File: src/hw/rtl/hsot_pkg.sv
// shared types and constants for the hash slot owner table
// no dependencies; imported by hsot_cover_count, hash_slot_owner_table and the testbench
`timescale 1ns / 1ps

package hsot_pkg;

    // fixed field widths of the stream beats
    localparam int SLOT_W    = 16;
    localparam int OWNER_W   = 8;
    localparam int CHANGED_W = 15;
    localparam int IN_W      = 40;
    localparam int OUT_W     = 32;

    typedef enum logic [1:0] {
        CMD_LOOKUP   = 2'd0,
        CMD_ASSIGN   = 2'd1,
        CMD_REMOVE   = 2'd2,
        CMD_REASSOC  = 2'd3
    } cmd_t;

    // one entry write as seen by the coverage counter
    typedef struct packed {
        logic we;
        logic old_valid;
        logic new_valid;
    } cnt_upd_t;

endpackage

File: src/hw/rtl/hsot_cover_count.sv
// count of table entries holding a valid owner, with full-coverage flag
// depends on hsot_pkg
`timescale 1ns / 1ps

module hsot_cover_count #(
    parameter int SLOT_COUNT = 16384
) (
    input  logic              clk,
    input  logic              rst_n,
    input  hsot_pkg::cnt_upd_t upd,
    output logic              covered_next
);
    import hsot_pkg::*;

    localparam int CW = $clog2(SLOT_COUNT + 1);

    logic [CW-1:0] count_reg;
    logic [CW-1:0] count_next;

    always_comb
    begin
        count_next = count_reg;
        if (upd.we && !upd.old_valid && upd.new_valid)
        begin
            count_next = CW'(count_reg + 1'b1);
        end
        else if (upd.we && upd.old_valid && !upd.new_valid)
        begin
            count_next = CW'(count_reg - 1'b1);
        end
    end

    // flag reflects the write that lands at this edge
    assign covered_next = (count_next == CW'(SLOT_COUNT));

    always_ff @(posedge clk or negedge rst_n)
    begin
        if (!rst_n)
        begin
            count_reg <= '0;
        end
        else
        begin
            count_reg <= count_next;
        end
    end

endmodule

File: config.mk
export PLATFORM = sky130hd
export DESIGN_NAME = hsot_cover_count
export DESIGN_NICKNAME = d
export VERILOG_FILES = /design/src/hw/rtl/hsot_pkg.sv /design/src/hw/rtl/hsot_cover_count.sv
export SDC_FILE = /design/constraint.sdc
export NUM_CORES = 1
export LEC_CHECK = 0
export ABC_CLOCK_PERIOD_IN_PS = 4000
export BUFFER_PORTS_ARGS = -buffer_cell sky130_fd_sc_hd__buf_4
export CORE_MARGIN = 8
export CORE_UTILIZATION = 49
export DETAILED_ROUTE_END_ITERATION = 16
export PLACE_DENSITY = 0.73
export SLEW_MARGIN = 20
export SYNTH_ARGS = -nofsm -noshare
export SYNTH_HDL_FRONTEND = slang
export SYNTH_SLANG_ARGS = --single-unit
File: constraint.sdc
create_clock -name clk -period 4 [get_ports clk]
set_input_delay 1.2 -clock clk [delete_from_list [all_inputs] [get_ports clk]]
set_output_delay 1.2 -clock clk [all_outputs]
set_load 0.03 [all_outputs]
==> run_results.csv <==
group,metric,value,unit
worst_setup_path,cpLargestDelayFamily,"simple AND/OR/NAND/NOR gates",
synth,synthesis.area,1100,um2
sta,slew_violations,0,
cts,cts_sinks,15,
floorplanning,die_x,63.4,um
layout,fin_util,62.8,%
placed_design,place_area,1270,um2
layout,layout_commonest_cell,"buf_4",
sta,slew_headroom,74.5,%
placed_design,portBuffers,5,
worst_setup_path,start_kind,"input pin",
layout,layout-drive-gt1-share,29.7,%
sta,worst-slew-pin-transition,383,ps
power,irDropWorstVdd,460,uV
layout,final_nets,146,
status,status,"complete, but fails checks",
worst_setup_path,startpoint,"upd[2]",
global_routing,grt_max_degree,16,
sta,setup_ws,-370,ps
layout,largest_reg_flops,15,
synth,synth_cells,117,
global_routing,grt_usage,14.4,%
drt,vias_per_cell,6.06,
drt,totalWireLength,2.68,mm
synth,yosys.cell_types.count,40,
synth,yosysSeqAreaShare,34.1,%
layout,diodes,0,
drt,drt_first_pass_iters,4,
drt,drt-initial-drc-count,44,
worst_setup_path,crit_cells,9,
global_routing,grt_overflow,0,
sta,finalSetupTns,-370,ps
placed_design,post-place-ws,-417,ps
layout,syn2layout_area_growth,23.9,%
synth,ys_warn_count,0,
cts,clk_pin_slew,90,ps
worst_setup_path,worst-path-buf-inv,3,
layout,final_cell_mix,"buf_4 (22), dfrtp_1 (15), xnor2_1 (11)",
floorplanning,core,2170,um2
sta,finalClockSkew,6.51,ps
worst_setup_path,path_cells,"buf_6 > and4bb_2 > buf_4 > and2_1 > o2bb2a_4 > xor2_1 > or4b_4 > nor4_4 > buf_6",
global_routing,antenna_found_initial,0,
cts,cts_tree,"done",
worst_setup_path,crit_type,"in -> out",
cts,cts_buffers,3,
layout,postLayoutCellArea,1360,um2
cts,clk_latency,290,ps
global_routing,grt_pass1_vias,1090,
cts,ctsHoldBuffers,0,
worst_setup_path,max_stage_delay,560,ps
layout,fin_cells,166,
power,cellPowerDensity,551,nW/um2
drt,ant_nets,0,
sta,min_period,4370,ps
worst_setup_path,rrSetupSlack,2060,ps
power,power,751,uW
drt,drc,0,
cts,cts_root_buf,"clkbuf_4",
worst_setup_path,cpMostUsedCell,"buf_6",
worst_setup_path,reg2reg_to,"count_reg[8]$_DFF_PN0_",
floorplanning,rows,17,
synth,synth-seq-cells,15,
flow_run,cap_violations,0,
worst_setup_path,required,2800,ps
floorplanning,die_h,63.4,um
worst_setup_path,end_kind,"output port",
synth,syn_nets,124,
sta,setup_viol,1,
sta,holdWs,475,ps
drt,wire_per_inst,16.2,um
status,violations,"negative setup slack",
floorplanning,initial_utilization,50.7,%
cts,htree_num_levels,1,
worst_setup_path,crit_slowest_cell,"or4b_4",
synth,synth_area_per_cell,9.40,um2
min_path,hold_path_class,"reg -> reg",
worst_setup_path,endpoint,"covered_next",
global_routing,grt_pass1_wl,4.84,mm
cts,cts_buffer_depth,2,
floorplanning,ios,6,
power,leakage,0.608,nW
sta,finalCritPeriodShare,109,%
floorplanning,die_area,4020,um2
worst_setup_path,r2r_start,"count_reg[0]$_DFF_PN0_",
worst_setup_path,crit_fanout,5,
worst_setup_path,cp.arrival,3170,ps
sta,rsz0062_at_grt,"yes",
worst_setup_path,reg2regPathDepth,9,
placed_design,dp.cells,157,
placed_design,dp_hpwl,2.05,mm
sta,fmax,229,MHz
drt,vias,1006,
sta,hold_viol,0,
placed_design,gp_congestion,0.877,
-- repair_timing --
item / in CTS / in global routing
pin swaps: 0 / 4
endpoints found under the setup margin: 1 / 1
gates resized for setup: 7 / 1
buffers inserted: 2 / 3
-- layer usage --
layer	wire length (um)	vias up	track usage, %
met5	0	-	0
met4	97	0	10.6
met3	114	12	3.36
met2	1310	25	22.4
met1	1160	487	16.8
li1	-	482	-
-- worst reg2reg max path: stages (launching register included) --
cell     delay, ps
dfrtp_1        500
inv_1           80
ha_1           200
nor2b_1        120
buf_4          140
and3_1         190
buf_4          140
a32oi_1        230
buf_4          160
xnor2_1        100
-- power by group --
part | total [mW] | internal (mW) | switching [mW]
clock | 0.0889 | 0.0372 | 0.0517
combinational | 0.340 | 0.168 | 0.173
sequential | 0.322 | 0.212 | 0.110
-- cells in the mapped netlist, drive strengths merged --
| cell | number | area [um2] |
|---|---|---|
| o2bb2ai | 2 | 17.5 |
| nand3 | 5 | 25.0 |
| nand4b | 2 | 17.5 |
| a32oi | 3 | 33.8 |
| o21ai | 3 | 15.0 |
| a221o | 1 | 10.0 |
| xnor2 | 11 | 96.3 |
| and3 | 4 | 25.0 |
| o2bb2a | 1 | 10.0 |
| and3b | 2 | 17.5 |
| a21oi | 2 | 10.0 |
| inv | 2 | 7.51 |
| nand4 | 5 | 31.3 |
| a41oi | 1 | 8.76 |
| xor2 | 5 | 43.8 |
| nor3 | 6 | 30.0 |
| a31oi | 1 | 6.26 |
| and2 | 2 | 12.5 |
| nor2b | 1 | 6.26 |
| dfrtp | 15 | 375 |
| nand3b | 1 | 7.51 |
| nor2 | 8 | 30.0 |
| nand2 | 4 | 15.0 |
| and4b | 2 | 20.0 |
| or3 | 3 | 18.8 |
| nor4 | 2 | 18.8 |
| or4b | 1 | 10.0 |
| mux2i | 1 | 10.0 |
| o22ai | 1 | 6.26 |
| nor4b | 1 | 8.76 |
| nor3b | 1 | 7.51 |
| and4bb | 1 | 12.5 |
| or4 | 1 | 7.51 |
| and4 | 5 | 43.8 |
| clkbuf | 4 | 15.0 |
| buf | 5 | 43.8 |
| ha | 2 | 25.0 |
-- layout make-up --
class	count	area, um2
Clock buffer	3	22.5
Clock inverter	1	5.00
Fill cell	196	807
Inverter	2	7.51
Multi-Input combinational cell	91	707
Sequential cell	15	375
Tap cell	28	35.0
Timing Repair Buffer	26	210
-- cells by family after synthesis --
family          share of synthesized area [%]
mux                                     0.910
xor+xnor                                 12.7
flops                                    34.1
compound gates                           10.7
simple gates                             33.2
buf+inv                                  6.03
fa+ha+maj                                2.27
-- worst min-delay path by stage --
stage / from / to / slack [ps] / cells after the start
floorplan: count_reg[14]$_DFF_PN0_ / count_reg[14]$_DFF_PN0_ / 440 / 1
global placement: count_reg[14]$_DFF_PN0_ / count_reg[14]$_DFF_PN0_ / 460 / 1
detailed placement: count_reg[14]$_DFF_PN0_ / count_reg[14]$_DFF_PN0_ / 450 / 1
CTS: count_reg[14]$_DFF_PN0_ / count_reg[14]$_DFF_PN0_ / 480 / 1
global route: count_reg[14]$_DFF_PN0_ / count_reg[14]$_DFF_PN0_ / 510 / 1
finish: count_reg[14]$_DFF_PN0_ / count_reg[14]$_DFF_PN0_ / 480 / 1
Note: power is estimated with default switching activity, not from simulation.
